--- src/rtl/swrm_pkg.sv ---
// ----------------------------------------------------------------------------
// swrm_pkg: shared types and constants of the sliding window rate meter
// Field widths, ring geometry, opcodes, controller states and the command
// and status groups between controller and datapath.
// ----------------------------------------------------------------------------
package swrm_pkg;

  // Ring geometry. The ring holds a power-of-two number of bins.
  localparam int BIN_IDX_W = 4;
  localparam int NUM_BINS  = 1 << BIN_IDX_W;
  localparam int CNT_W     = BIN_IDX_W + 1;

  // Field widths.
  localparam int TS_W     = 48;
  localparam int BYTES_W  = 32;
  localparam int RATE_W   = 47;
  localparam int BIN_MS_W = 16;
  localparam int OP_W     = 2;

  // Bus widths, fields packed from bit 0 and padded to whole bytes.
  localparam int IN_DATA_W  = ((TS_W + BYTES_W + 7) / 8) * 8;
  localparam int OUT_DATA_W = ((RATE_W + 7) / 8) * 8;

  localparam logic [BIN_MS_W-1:0] BIN_MS_RESET = BIN_MS_W'(1000);

  // Milliseconds per second and the bits that it needs.
  localparam int MS_PER_SEC   = 1000;
  localparam int MS_PER_SEC_W = 10;

  // Window total and its scaled value.
  localparam int SUM_W  = BYTES_W + BIN_IDX_W;
  localparam int PROD_W = SUM_W + MS_PER_SEC_W;

  // Shared divider: dividend holds a timestamp or the scaled total,
  // divisor holds bin_ms or bin_ms times the window bin count.
  localparam int DIV_NUM_W = TS_W;
  localparam int DIV_DEN_W = BIN_MS_W + CNT_W;
  localparam int DIV_CNT_W = $clog2(DIV_NUM_W + 1);

  localparam logic [TS_W-1:0] SLOT_MAX = {{(TS_W-1){1'b1}}, 1'b0};

  typedef enum logic [OP_W-1:0] {
    OP_ADD   = 2'd0,
    OP_QUERY = 2'd1,
    OP_CLEAR = 2'd2
  } op_t;

  typedef enum logic [3:0] {
    ST_IDLE,
    ST_DECODE,
    ST_SLOT_DIV,
    ST_ADVANCE,
    ST_CLAMP,
    ST_APPLY,
    ST_SUM,
    ST_SCALE,
    ST_RATE_START,
    ST_RATE_WAIT,
    ST_RESULT
  } state_t;

  typedef struct packed {
    logic load_in;
    logic slot_div_start;
    logic take_slot;
    logic advance;
    logic clamp;
    logic apply_add;
    logic apply_clear;
    logic sum_init;
    logic sum_step;
    logic scale;
    logic rate_div_start;
    logic load_out;
  } cmd_t;

  typedef struct packed {
    logic [OP_W-1:0] op;
    logic            div_done;
    logic            sum_last;
  } stat_t;

endpackage

--- src/rtl/swrm_div.sv ---
// ----------------------------------------------------------------------------
// swrm_div: iterative unsigned divider
// Restoring division, one quotient bit per cycle. Operands are latched at
// start; done pulses for one cycle when the quotient is ready.
// ----------------------------------------------------------------------------
module swrm_div (
  input  logic                           clk,
  input  logic                           rst_n,
  input  logic                           start,
  input  logic [swrm_pkg::DIV_NUM_W-1:0] dividend,
  input  logic [swrm_pkg::DIV_DEN_W-1:0] divisor,
  output logic                           busy,
  output logic                           done,
  output logic [swrm_pkg::DIV_NUM_W-1:0] quotient
);
  import swrm_pkg::*;

  logic [DIV_NUM_W-1:0] q_r, q_nxt;
  logic [DIV_DEN_W-1:0] den_r, den_nxt;
  logic [DIV_DEN_W-1:0] rem_r, rem_nxt;
  logic [DIV_CNT_W-1:0] cnt_r, cnt_nxt;
  logic                 busy_r, busy_nxt;
  logic                 done_r, done_nxt;

  logic [DIV_DEN_W:0]   rem_sh;
  logic [DIV_DEN_W:0]   rem_sub;
  logic                 ge;

  always_comb begin
    rem_sh  = {rem_r, q_r[DIV_NUM_W-1]};
    ge      = rem_sh >= {1'b0, den_r};
    rem_sub = rem_sh - {1'b0, den_r};
  end

  always_comb begin
    q_nxt    = q_r;
    den_nxt  = den_r;
    rem_nxt  = rem_r;
    cnt_nxt  = cnt_r;
    busy_nxt = busy_r;
    done_nxt = 1'b0;
    if (start) begin
      q_nxt    = dividend;
      den_nxt  = divisor;
      rem_nxt  = '0;
      cnt_nxt  = DIV_CNT_W'(DIV_NUM_W);
      busy_nxt = 1'b1;
    end else if (busy_r) begin
      q_nxt   = {q_r[DIV_NUM_W-2:0], ge};
      rem_nxt = ge ? rem_sub[DIV_DEN_W-1:0] : rem_sh[DIV_DEN_W-1:0];
      cnt_nxt = cnt_r - 1'b1;
      if (cnt_r == DIV_CNT_W'(1)) begin
        busy_nxt = 1'b0;
        done_nxt = 1'b1;
      end
    end
  end

  always_ff @(posedge clk) begin
    if (!rst_n) begin
      busy_r <= 1'b0;
      done_r <= 1'b0;
      cnt_r  <= '0;
    end else begin
      busy_r <= busy_nxt;
      done_r <= done_nxt;
      cnt_r  <= cnt_nxt;
    end
  end

  always_ff @(posedge clk) begin
    q_r   <= q_nxt;
    den_r <= den_nxt;
    rem_r <= rem_nxt;
  end

  assign busy     = busy_r;
  assign done     = done_r;
  assign quotient = q_r;

endmodule

--- src/rtl/swrm_dp.sv ---
// ----------------------------------------------------------------------------
// swrm_dp: datapath of the sliding window rate meter
// Holds the bin ring, window bounds, bin_ms register and the captured beat,
// and runs slot and rate divisions on the shared divider.
// ----------------------------------------------------------------------------
module swrm_dp (
  input  logic                            clk,
  input  logic                            rst_n,
  input  logic                            cfg_wr_en,
  input  logic [swrm_pkg::BIN_MS_W-1:0]   cfg_wr_data,
  input  logic [swrm_pkg::OP_W-1:0]       in_tuser,
  input  logic [swrm_pkg::IN_DATA_W-1:0]  in_tdata,
  input  swrm_pkg::cmd_t                  cmd,
  output swrm_pkg::stat_t                 stat,
  output logic [swrm_pkg::OUT_DATA_W-1:0] out_tdata
);
  import swrm_pkg::*;

  logic [OP_W-1:0]     op_r;
  logic [TS_W-1:0]     ts_r;
  logic [BYTES_W-1:0]  bytes_r;
  logic [BIN_MS_W-1:0] bin_ms_r;

  logic [TS_W-1:0]     start_r, start_nxt;
  logic [TS_W-1:0]     end_r, end_nxt;
  logic [TS_W-1:0]     slot_r;
  logic [BYTES_W-1:0]  bins_r   [NUM_BINS];
  logic [BYTES_W-1:0]  bins_nxt [NUM_BINS];

  logic [SUM_W-1:0]     sum_r;
  logic [BIN_IDX_W-1:0] ptr_r;
  logic [CNT_W-1:0]     left_r;
  logic [DIV_DEN_W-1:0] den_r;
  logic [PROD_W-1:0]    prod_r;
  logic [RATE_W-1:0]    rate_r;

  logic [BIN_MS_W-1:0]  bin_ms_eff;
  logic [TS_W-1:0]      q_sat;
  logic [TS_W-1:0]      slot_cl;
  logic [TS_W-1:0]      skip_n;
  logic [CNT_W-1:0]     skip_cl;
  logic [TS_W-1:0]      win_w;
  logic [CNT_W-1:0]     win_cnt;
  logic [BIN_IDX_W-1:0] off;

  logic                 div_start;
  logic                 div_busy;
  logic                 div_done;
  logic [DIV_NUM_W-1:0] div_num;
  logic [DIV_DEN_W-1:0] div_den;
  logic [DIV_NUM_W-1:0] div_q;

  // A bin_ms of zero divides as one.
  assign bin_ms_eff = (bin_ms_r == '0) ? BIN_MS_W'(1) : bin_ms_r;

  assign div_start = cmd.slot_div_start | cmd.rate_div_start;
  assign div_num   = cmd.rate_div_start ? DIV_NUM_W'(prod_r) : ts_r;
  assign div_den   = cmd.rate_div_start ? den_r : DIV_DEN_W'(bin_ms_eff);

  swrm_div u_div (
    .clk      (clk),
    .rst_n    (rst_n),
    .start    (div_start),
    .dividend (div_num),
    .divisor  (div_den),
    .busy     (div_busy),
    .done     (div_done),
    .quotient (div_q)
  );

  // Slot saturates so end still fits, and never moves behind the newest slot.
  always_comb begin
    q_sat   = (div_q > SLOT_MAX) ? SLOT_MAX : div_q;
    slot_cl = (q_sat < end_r - 1'b1) ? end_r - 1'b1 : q_sat;
  end

  always_comb begin
    skip_n  = slot_r + 1'b1 - end_r;
    skip_cl = (skip_n > TS_W'(NUM_BINS)) ? CNT_W'(NUM_BINS) : skip_n[CNT_W-1:0];
    win_w   = end_r - start_r;
    win_cnt = win_w[CNT_W-1:0];
  end

  always_comb begin
    off       = '0;
    start_nxt = start_r;
    end_nxt   = end_r;
    for (int i = 0; i < NUM_BINS; i++) begin
      bins_nxt[i] = bins_r[i];
    end
    if (cmd.advance) begin
      // Zero the bins of the slots skipped since the last beat.
      for (int i = 0; i < NUM_BINS; i++) begin
        off = BIN_IDX_W'(i) - end_r[BIN_IDX_W-1:0];
        if ({1'b0, off} < skip_cl) begin
          bins_nxt[i] = '0;
        end
      end
      end_nxt = slot_r + 1'b1;
    end
    if (cmd.clamp && (win_w > TS_W'(NUM_BINS))) begin
      start_nxt = end_r - TS_W'(NUM_BINS);
    end
    if (cmd.apply_add) begin
      bins_nxt[slot_r[BIN_IDX_W-1:0]] = bins_r[slot_r[BIN_IDX_W-1:0]] + bytes_r;
    end
    if (cmd.apply_clear) begin
      for (int i = 0; i < NUM_BINS; i++) begin
        bins_nxt[i] = '0;
      end
      start_nxt = slot_r;
    end
  end

  always_ff @(posedge clk) begin
    if (!rst_n) begin
      bin_ms_r <= BIN_MS_RESET;
      start_r  <= '0;
      end_r    <= TS_W'(1);
      for (int i = 0; i < NUM_BINS; i++) begin
        bins_r[i] <= '0;
      end
    end else begin
      if (cfg_wr_en) begin
        bin_ms_r <= cfg_wr_data;
      end
      start_r <= start_nxt;
      end_r   <= end_nxt;
      for (int i = 0; i < NUM_BINS; i++) begin
        bins_r[i] <= bins_nxt[i];
      end
    end
  end

  always_ff @(posedge clk) begin
    if (cmd.load_in) begin
      op_r    <= in_tuser;
      ts_r    <= in_tdata[TS_W-1:0];
      bytes_r <= in_tdata[TS_W+BYTES_W-1:TS_W];
    end
    if (cmd.take_slot) begin
      slot_r <= slot_cl;
    end
    if (cmd.sum_init) begin
      sum_r  <= '0;
      ptr_r  <= start_r[BIN_IDX_W-1:0];
      left_r <= win_cnt;
      den_r  <= DIV_DEN_W'(bin_ms_eff) * DIV_DEN_W'(win_cnt);
    end
    if (cmd.sum_step) begin
      sum_r  <= sum_r + SUM_W'(bins_r[ptr_r]);
      ptr_r  <= ptr_r + 1'b1;
      left_r <= left_r - 1'b1;
    end
    if (cmd.scale) begin
      prod_r <= sum_r * PROD_W'(MS_PER_SEC);
    end
    if (cmd.load_out) begin
      rate_r <= div_q[RATE_W-1:0];
    end
  end

  assign stat.op       = op_r;
  assign stat.div_done = div_done;
  assign stat.sum_last = (left_r == CNT_W'(1));

  assign out_tdata = OUT_DATA_W'(rate_r);

  a_div_idle_at_start: assert property (@(posedge clk) disable iff (!rst_n)
    div_start |-> !div_busy)
    else $error("divider started while busy");

  a_window_width: assert property (@(posedge clk) disable iff (!rst_n)
    cmd.sum_init |-> (win_w != '0 && win_w <= TS_W'(NUM_BINS)))
    else $error("window width out of range at query");

endmodule

--- src/rtl/swrm_ctrl.sv ---
// ----------------------------------------------------------------------------
// swrm_ctrl: controller of the sliding window rate meter
// Sequences one beat at a time through slot division, window advance,
// the operation itself and, for a query, summing, scaling and rate division.
// ----------------------------------------------------------------------------
module swrm_ctrl (
  input  logic            clk,
  input  logic            rst_n,
  input  logic            in_tvalid,
  output logic            in_tready,
  output logic            out_tvalid,
  input  logic            out_tready,
  input  swrm_pkg::stat_t stat,
  output swrm_pkg::cmd_t  cmd
);
  import swrm_pkg::*;

  state_t state_r, state_nxt;
  logic   out_valid_r, out_valid_nxt;
  logic   out_free;

  // The output register can take a result when empty or being drained.
  assign out_free = !out_valid_r || out_tready;

  always_comb begin
    state_nxt = state_r;
    unique case (state_r)
      ST_IDLE: begin
        if (in_tvalid) state_nxt = ST_DECODE;
      end
      ST_DECODE: begin
        unique case (stat.op) inside
          OP_ADD, OP_QUERY, OP_CLEAR: state_nxt = ST_SLOT_DIV;
          default:                    state_nxt = ST_IDLE;
        endcase
      end
      ST_SLOT_DIV: begin
        if (stat.div_done) state_nxt = ST_ADVANCE;
      end
      ST_ADVANCE:    state_nxt = ST_CLAMP;
      ST_CLAMP:      state_nxt = ST_APPLY;
      ST_APPLY: begin
        state_nxt = (stat.op == OP_QUERY) ? ST_SUM : ST_IDLE;
      end
      ST_SUM: begin
        if (stat.sum_last) state_nxt = ST_SCALE;
      end
      ST_SCALE:      state_nxt = ST_RATE_START;
      ST_RATE_START: state_nxt = ST_RATE_WAIT;
      ST_RATE_WAIT: begin
        if (stat.div_done) state_nxt = ST_RESULT;
      end
      ST_RESULT: begin
        if (out_free) state_nxt = ST_IDLE;
      end
      default:       state_nxt = ST_IDLE;
    endcase
  end

  always_comb begin
    cmd       = '0;
    in_tready = 1'b0;
    unique case (state_r)
      ST_IDLE: begin
        in_tready   = 1'b1;
        cmd.load_in = in_tvalid;
      end
      ST_DECODE: begin
        unique case (stat.op) inside
          OP_ADD, OP_QUERY, OP_CLEAR: cmd.slot_div_start = 1'b1;
          default:                    cmd.slot_div_start = 1'b0;
        endcase
      end
      ST_SLOT_DIV:   cmd.take_slot = stat.div_done;
      ST_ADVANCE:    cmd.advance   = 1'b1;
      ST_CLAMP:      cmd.clamp     = 1'b1;
      ST_APPLY: begin
        cmd.apply_add   = (stat.op == OP_ADD);
        cmd.apply_clear = (stat.op == OP_CLEAR);
        cmd.sum_init    = (stat.op == OP_QUERY);
      end
      ST_SUM:        cmd.sum_step       = 1'b1;
      ST_SCALE:      cmd.scale          = 1'b1;
      ST_RATE_START: cmd.rate_div_start = 1'b1;
      ST_RATE_WAIT:  cmd.load_out       = 1'b0;
      ST_RESULT:     cmd.load_out       = out_free;
      default:       cmd                = '0;
    endcase
  end

  assign out_valid_nxt = cmd.load_out | (out_valid_r & ~out_tready);

  always_ff @(posedge clk) begin
    if (!rst_n) begin
      state_r     <= ST_IDLE;
      out_valid_r <= 1'b0;
    end else begin
      state_r     <= state_nxt;
      out_valid_r <= out_valid_nxt;
    end
  end

  assign out_tvalid = out_valid_r;

  a_no_overwrite: assert property (@(posedge clk) disable iff (!rst_n)
    cmd.load_out |-> (!out_valid_r || out_tready))
    else $error("result loaded over an undelivered result");

  a_accept_decodes: assert property (@(posedge clk) disable iff (!rst_n)
    (in_tvalid && in_tready) |=> (state_r == ST_DECODE))
    else $error("accepted beat not decoded");

endmodule

--- src/rtl/sliding_window_rate_meter.sv ---
// ----------------------------------------------------------------------------
// sliding_window_rate_meter: byte-rate meter over a sliding time window
// Top level joining the controller and the datapath.
// ----------------------------------------------------------------------------
// The block takes one beat at a time. Every beat with a used opcode runs the
// shared one-bit-per-cycle divider to turn its timestamp into a slot, then
// advances the window and applies its operation; after an add or a clear the
// next beat can be taken, and an unused opcode returns to idle after decode.
// A query then sums the window one bin per cycle (1 to 16 bins), scales the
// total and runs the divider a second time. The rate result sits in an output
// register, so a new beat is taken while it waits to be read; a later query
// holds in its last step until the register is free.
module sliding_window_rate_meter (
  input  logic                            clk,
  input  logic                            rst_n,
  input  logic                            cfg_wr_en,
  input  logic [swrm_pkg::BIN_MS_W-1:0]   cfg_wr_data,   // bin_ms
  input  logic                            in_tvalid,
  output logic                            in_tready,
  input  logic [swrm_pkg::IN_DATA_W-1:0]  in_tdata,      // timestamp_ms, byte_count
  input  logic [swrm_pkg::OP_W-1:0]       in_tuser,      // opcode
  output logic                            out_tvalid,
  input  logic                            out_tready,
  output logic [swrm_pkg::OUT_DATA_W-1:0] out_tdata      // rate_bytes_per_sec
);
  import swrm_pkg::*;

  cmd_t  cmd;
  stat_t stat;

  swrm_ctrl u_ctrl (
    .clk        (clk),
    .rst_n      (rst_n),
    .in_tvalid  (in_tvalid),
    .in_tready  (in_tready),
    .out_tvalid (out_tvalid),
    .out_tready (out_tready),
    .stat       (stat),
    .cmd        (cmd)
  );

  swrm_dp u_dp (
    .clk         (clk),
    .rst_n       (rst_n),
    .cfg_wr_en   (cfg_wr_en),
    .cfg_wr_data (cfg_wr_data),
    .in_tuser    (in_tuser),
    .in_tdata    (in_tdata),
    .cmd         (cmd),
    .stat        (stat),
    .out_tdata   (out_tdata)
  );

endmodule
--- config.mk ---
export PLATFORM = sky130hd
export DESIGN_NAME = sliding_window_rate_meter
export DESIGN_NICKNAME = d
export VERILOG_FILES = /design/src/rtl/swrm_pkg.sv /design/src/rtl/swrm_div.sv /design/src/rtl/swrm_dp.sv /design/src/rtl/swrm_ctrl.sv /design/src/rtl/sliding_window_rate_meter.sv
export SDC_FILE = /design/constraint.sdc
export NUM_CORES = 2
export LEC_CHECK = 0
export ABC_AREA = 0
export BUFFER_PORTS_ARGS = -buffer_cell sky130_fd_sc_hd__buf_2
export CAP_MARGIN = 0
export CORE_MARGIN = 1
export CORE_UTILIZATION = 32
export DETAILED_ROUTE_END_ITERATION = 10
export GPL_TIMING_DRIVEN = 0
export PLACE_DENSITY = 0.46
export SYNTH_ARGS = -nofsm -noshare
export SYNTH_HDL_FRONTEND = slang
export SYNTH_SLANG_ARGS = --single-unit
--- constraint.sdc ---
create_clock -name clk -period 11 [get_ports clk]
set_clock_uncertainty 0.15 [all_clocks]
set_input_delay 1.65 -clock clk [delete_from_list [all_inputs] [get_ports clk]]
set_output_delay 1.65 -clock clk [all_outputs]
set_load 0.05 [all_outputs]
# Yosys cells after proc, flatten, opt, wreduce, memory -nomap -nowiden
# Memory sizes are Yosys's and may differ from the RTL's. A register that Yosys moved wholly into a read port is not among the register bits.
# Cells that the tools add are included.
# op_classes
n_bitwise,23
mul,2
reduce_logical,14
mux,85
n_eq_ne,19
order_cmp,23
add_sub_neg,27
# op_table
op,count
512-bit 2-to-1 mux,3
32-bit 2-to-1 mux,33
512-bit bitwise mux,1
48-bit 2-to-1 mux,7
32-bit demux with 4-bit select,1
"48-bit by 5-bit > comparator with 1-bit output, second input constant",2
48-bit subtractor,2
4-bit by 5-bit less-than comparator with 1-bit output,16
36-bit 2-to-1 mux,2
"48-bit by 1-bit adder with 48-bit output, second input constant",1
"48-bit > comparator, second input constant",1
48-bit less-than comparator,1
"48-bit by 1-bit subtractor with 48-bit output, second input constant",1
"48-bit by 5-bit subtractor with 48-bit output, second input constant",1
4-bit one-hot mux with 11 select lines,1
"36-bit by 7-bit multiplier with 43-bit output, second input constant",1
36-bit by 32-bit adder with 36-bit output,1
4-bit 2-to-1 mux,9
32-bit adder,1
16-bit 2-to-1 mux,2
"4-bit subtractor, first input constant",8
22-bit by 21-bit greater-or-equal comparator with 1-bit output,1
16-bit by 5-bit multiplier with 21-bit output,1
21-bit 2-to-1 mux,1
other kinds (38),95
# word_totals
memories,1
output_inout_bits,50
in_bits,103
mem_bits_rw,512
register_bits,501
# mem_list
name,words,word_bits,read_ports,rd_ports_with_merged_regs,write_ports,line,rtl
u_dp.bins_r,16,32,18,2,16,swrm_dp.sv:27,logic [BYTES_W-1:0] bins_r [NUM_BINS];

# Longest topological paths before layout
# logic_depth
ltp_word,11
depth_mapped,33
ltp_nobuf,32

# Modules after synthesis
# From an unflattened synthesis, not the netlist that was laid out.
# hier_totals
hier_cells,6073
hier_area_um2,65311.4
# by_module_without_submodules
mod,area_per_inst_um2,seq_area_each_um2,instances,cells_per_inst
swrm_dp,59741.0,21240.4,1,5570
swrm_div,5136.2,2652.5,1,447
swrm_ctrl,434.2,100.1,1,56

# Worst setup path after synthesis
# OpenSTA, ideal clock, no wires.
# synth_path
path_type,reg2reg
startpoint,reg u_dp.slot_r[0]
endpoint,mem u_dp.bins_r[1][23]
t_required_ns,10.733
path_stages_with_launch,33
t_arrival_ns,7.209
setup_time_ns,0.117
slack_ns,3.524
n_path_buf,1
path_cell_list,edfxtp_1 > ha_1 > and3_1 > nand3_1 > or2_1 > nor3_1 > nand3_1 > nor2_1 > nand2_1 > nor2_1 > xor2_1 > ha_1 > nor2b_1 > a221oi_1 > o311ai_0 > a2111oi_0 > nor4b_1 > o2111ai_1 > or4b_1 > nor4_2 > nand3_2 > nor4_2 > nand2b_1 > ha_1 > o21bai_1 > a21o_1 > or2_2 > nor2b_1 > a31oi_1 > o21a_1 > nor2_2 > buf_2 > a22o_1
# synth_lines
item,line,rtl
"start, declared",swrm_dp.sv:26,logic [TS_W-1:0] slot_r;
"start signal, assigned",swrm_dp.sv:142,slot_r <= slot_cl;
"end, declared",swrm_dp.sv:27,

==> summary.txt <==
Outcome
  – Status: finished, final reports clean

Logic synthesis
  – Post-synth ARST share: 0
  – Post-synth cell types: 107
  – Yosys warnings: 0
  – Synth top area share: 0.206
  – Sequential element share of the synthesized area: 0.371
  – Cell Area, Synth: 64700 µm²
  – Synth area leader: dfxtp_1
  – Synth Flop Type: dfxtp_1
  – Cells after Synth: 6150
  – EDFF count, synth: 355
  – Avg Cell Area, Syn: 10.5 µm²
  – Flops & latches, synth: 1021
  – Top cells by area, synth: dfxtp_1 (21%), edfxtp_1 (16%), mux4_2 (11%)
  – Syn nets: 6813

Flow run
  – Max_cap viols: 0

Cells and area
  – Fill count: 20091
  – Share of layout cells above drive strength 1: 0.130
  – Final Core Density: 0.366
  – Cell Count, Final, Fillers Out: 9215
  – Fin nets: 7114
  – Synthesis-to-layout area growth: 13.4%
  – Commonest cells after routing, fill and taps aside: dfxtp_1 (666), nor2_1 (478), a22o_1 (457)
  – Storage cell area: 24000 µm²
  – Commonest non-fill, non-tap cell in the layout: dfxtp_1
  – Area of the multi-input gates: 38300 µm²

Hold path
  – Hold endpoint: u_dp.bins_r[13][31]
  – Hold Crit Start: u_dp.bins_r[13][31]
  – HP Class: flop to flop
  – Hold path depth: 2

Worst setup path
  – Worst setup startpoint: u_dp.slot_r[0]
  – Critical path class: flop to flop
  – WP data arrival: 11.18 ns
  – Max stage delay cell, worst path: nor2_1
  – Reg-to-reg slack, setup: 0.41 ns
  – CP required: 11.59 ns
  – Start of the worst register-to-register path: u_dp.slot_r[0]
  – FF-to-FF End: u_dp.bins_r[10][16]
  – Crit path largest cell delay: 0.70 ns
  – FF-to-FF path depth: 32
  – Worst setup SP type: flop
  – Critical path fanouts, max: 10
  – CP endpoint kind: flop

Floorplan
  – Die width: 452 µm
  – Row cnt: 164
  – I/O pin count: 153
  – Starting Density: 0.323
  – Die H: 452 µm
  – Die Footprint: 204000 µm²
  – CORE AREA: 200000 µm²

Global routing
  – First-pass GRT wire length: 355 mm
  – Vias in the first global route: 51598
  – Largest net degree at the start of global routing: 55
  – Grt ovf: 0
  – GRT Util Overall: 0.234
  – Initial antenna violation count: 7

STA
  – Period minus WS final: 10.59 ns
  – Actual slew at the worst max-slew pin: 1.46 ns
  – Final setup viols: 0
  – Max transition margin: 0.0236
  – RSZ-0062 raised after global routing: no
  – Fmax: 94.4 MHz
  – Part of the cycle the worst path needs: 0.963
  – Max Slew Vio Count: 0
  – Final hold viol count: 0

Placed design
  – Placed insts: 8984
  – Final GP Congestion: 0.915
  – Port bufs: 150
  – Hpwl dp: 185 mm

Routing
  – Vias: 52148
  – Routed len/inst: 26.6 µm
  – Post-detailed-route count of antenna-violating nets: 0
  – DR DRC count: 0
  – Routed via count divided by cell count: 5.66
  – Initial DRC Count: 4419
  – First-pass iteration count of the detailed router: 7
  – WL final: 245 mm

Clocking
  – Clk root buf: clkbuf_16
  – Worst-path clk slew: 0.06 ns
  – Clk_lat worst skew: 0.81 ns
  – CTS max path bufs: 3
  – H-tree levels: 3
  – Clk sinks: 1021
  – Hold buffers post-CTS: 0
  – CTS tree: yes
  – CTS buffer count: 118

Power and ir drop
  – Total power: 12.3 mW
  – LEAKAGE: 27.5 nW
  – VDD IR max: 0.136 mV
  – Pwr dens: 167 nW/µm²
## through the flow
step           hold WS (ns)  cell area (µm²)  setup WS [ns]  setup TNS [ns]
2_1_floorplan         0.287            64700           3.52               0
3_3_place_gp          0.307            68800         -0.228           -4.80
3_5_place_dp          0.316            69300         -0.193           -3.90
4_1_cts               0.331            73300         0.0120               0
5_1_grt               0.347            73400        0.00910               0
6_report              0.331            73400          0.407               0
## how the worst max path moves through the flow
stage	endpoint	cells past startpoint	slack, ns
2_1_floorplan	u_dp.bins_r[1][23]	32	3.52
3_3_place_gp	u_dp.bins_r[11][28]	30	-0.23
3_5_place_dp	u_dp.bins_r[11][29]	30	-0.19
4_1_cts	u_dp.bins_r[11][30]	30	0.01
5_1_grt	u_dp.bins_r[10][16]	32	0.009
6_report	u_dp.bins_r[10][16]	32	0.41
## cells by family after synthesis
| family | share of synthesized area |
|---|---|
| compound gates | 0.178 |
| simple gates | 0.118 |
| buf+inv | 0.0410 |
| other cells | 0.0000579 |
| xor+xnor | 0.0436 |
| flops | 0.371 |
| fa+ha+maj | 0.129 |
| mux | 0.119 |
## flip-flops by register name, summed over array words and instances (netlist names), named ones only
| register | count |
|---|---|
| u_ctrl.state_r | 4 |
| u_dp.start_r | 48 |
| u_dp.ts_r | 48 |
| u_dp.slot_r | 48 |
| u_dp.den_r | 21 |
| u_dp.left_r | 5 |
| u_dp.u_div.den_r | 21 |
| u_dp.sum_r | 36 |
| u_dp.prod_r | 43 |
| u_dp.bin_ms_r | 16 |
| u_dp.bins_r | 512 |
| u_dp.u_div.done | 1 |
| u_dp.u_div.rem_r | 21 |
| u_dp.u_div.cnt_r | 6 |
| u_dp.op_r | 2 |
| u_dp.bytes_r | 32 |
| u_dp.u_div.quotient | 48 |
| u_dp.u_div.busy | 1 |
| u_dp.ptr_r | 4 |
| u_ctrl.out_tvalid | 1 |
| u_dp.end_r | 48 |
| u_dp.rate_r | 47 |
## synth_stat cells (26+ instances only)
| library cell | instances |
|---|---|
| a22o_1 | 457 |
| buf_1 | 33 |
| a211oi_1 | 92 |
| a21o_1 | 129 |
| nor4_1 | 38 |
| nand4_1 | 72 |
| nand3_1 | 87 |
| ha_1 | 379 |
| o21a_1 | 30 |
| nand2b_1 | 40 |
| xor2_1 | 98 |
| dfxtp_1 | 666 |
| nand2_1 | 447 |
| inv_1 | 268 |
| clkbuf_1 | 322 |
| o21bai_1 | 31 |
| mux2i_1 | 36 |
| o21ai_0 | 158 |
| xnor2_1 | 222 |
| or3_1 | 72 |
| a21oi_1 | 355 |
| nor2b_1 | 61 |
| nor3_1 | 107 |
| a22oi_1 | 44 |
| a31oi_1 | 78 |
| edfxtp_1 | 355 |
| o2bb2ai_1 | 26 |
| and2_1 | 50 |
| fa_1 | 181 |
| buf_2 | 45 |
| mux4_2 | 320 |
| and3_1 | 39 |
| nor2_1 | 479 |
## power breakdown
group,switching (mW),internal [mW],leakage [nW],total [mW]
sequential,0.292,4.23,8.59,4.53
combinational,2.25,1.37,16.9,3.63
clock,1.77,2.36,1.95,4.13
total,4.31,7.97,27.5,12.3
## final cells by class
class	instances	share of cell area
multi-input combinational	4448	0.521
sequential	1021	0.327
clock buffer	174	0.0463
tap	2656	0.0453
buffer	408	0.0222
timing repair buffer	181	0.0153
inverter	273	0.0140
clock inverter	51	0.00846
antenna	3	0.000102
## critical path: cells and delay by family (launching register included)
family / cells / cell delay (ns)
adder cells (fa/ha/maj): 3 / 1.14
multiplexers: 1 / 0.11
XOR/XNOR: 1 / 0.16
buffers and inverters: 2 / 0.90
flip-flops: 1 / 0.58
AO/OA/AOI/OAI: 8 / 1.50
AND/OR/NAND/NOR: 17 / 5.97
## metal layers
metal / vias to the layer above / global-route usage / share of wire
li1: 23700 / - / -
met1: 26253 / 0.301 / 0.42
met2: 1743 / 0.393 / 0.48
met3: 452 / 0.0324 / 0.057
met4: 0 / 0.102 / 0.046
met5: - / 0 / 0
## repair_timing
| item | in CTS | in global routing |
|---|---|---|
| setup endpoints to repair | 43 | 434 |
| pin swaps | 0 | 1 |
| resized for setup | 3 | 5 |
| setup buffers | 0 | 2 |
Note: power is estimated with default switching activity, not from simulation.
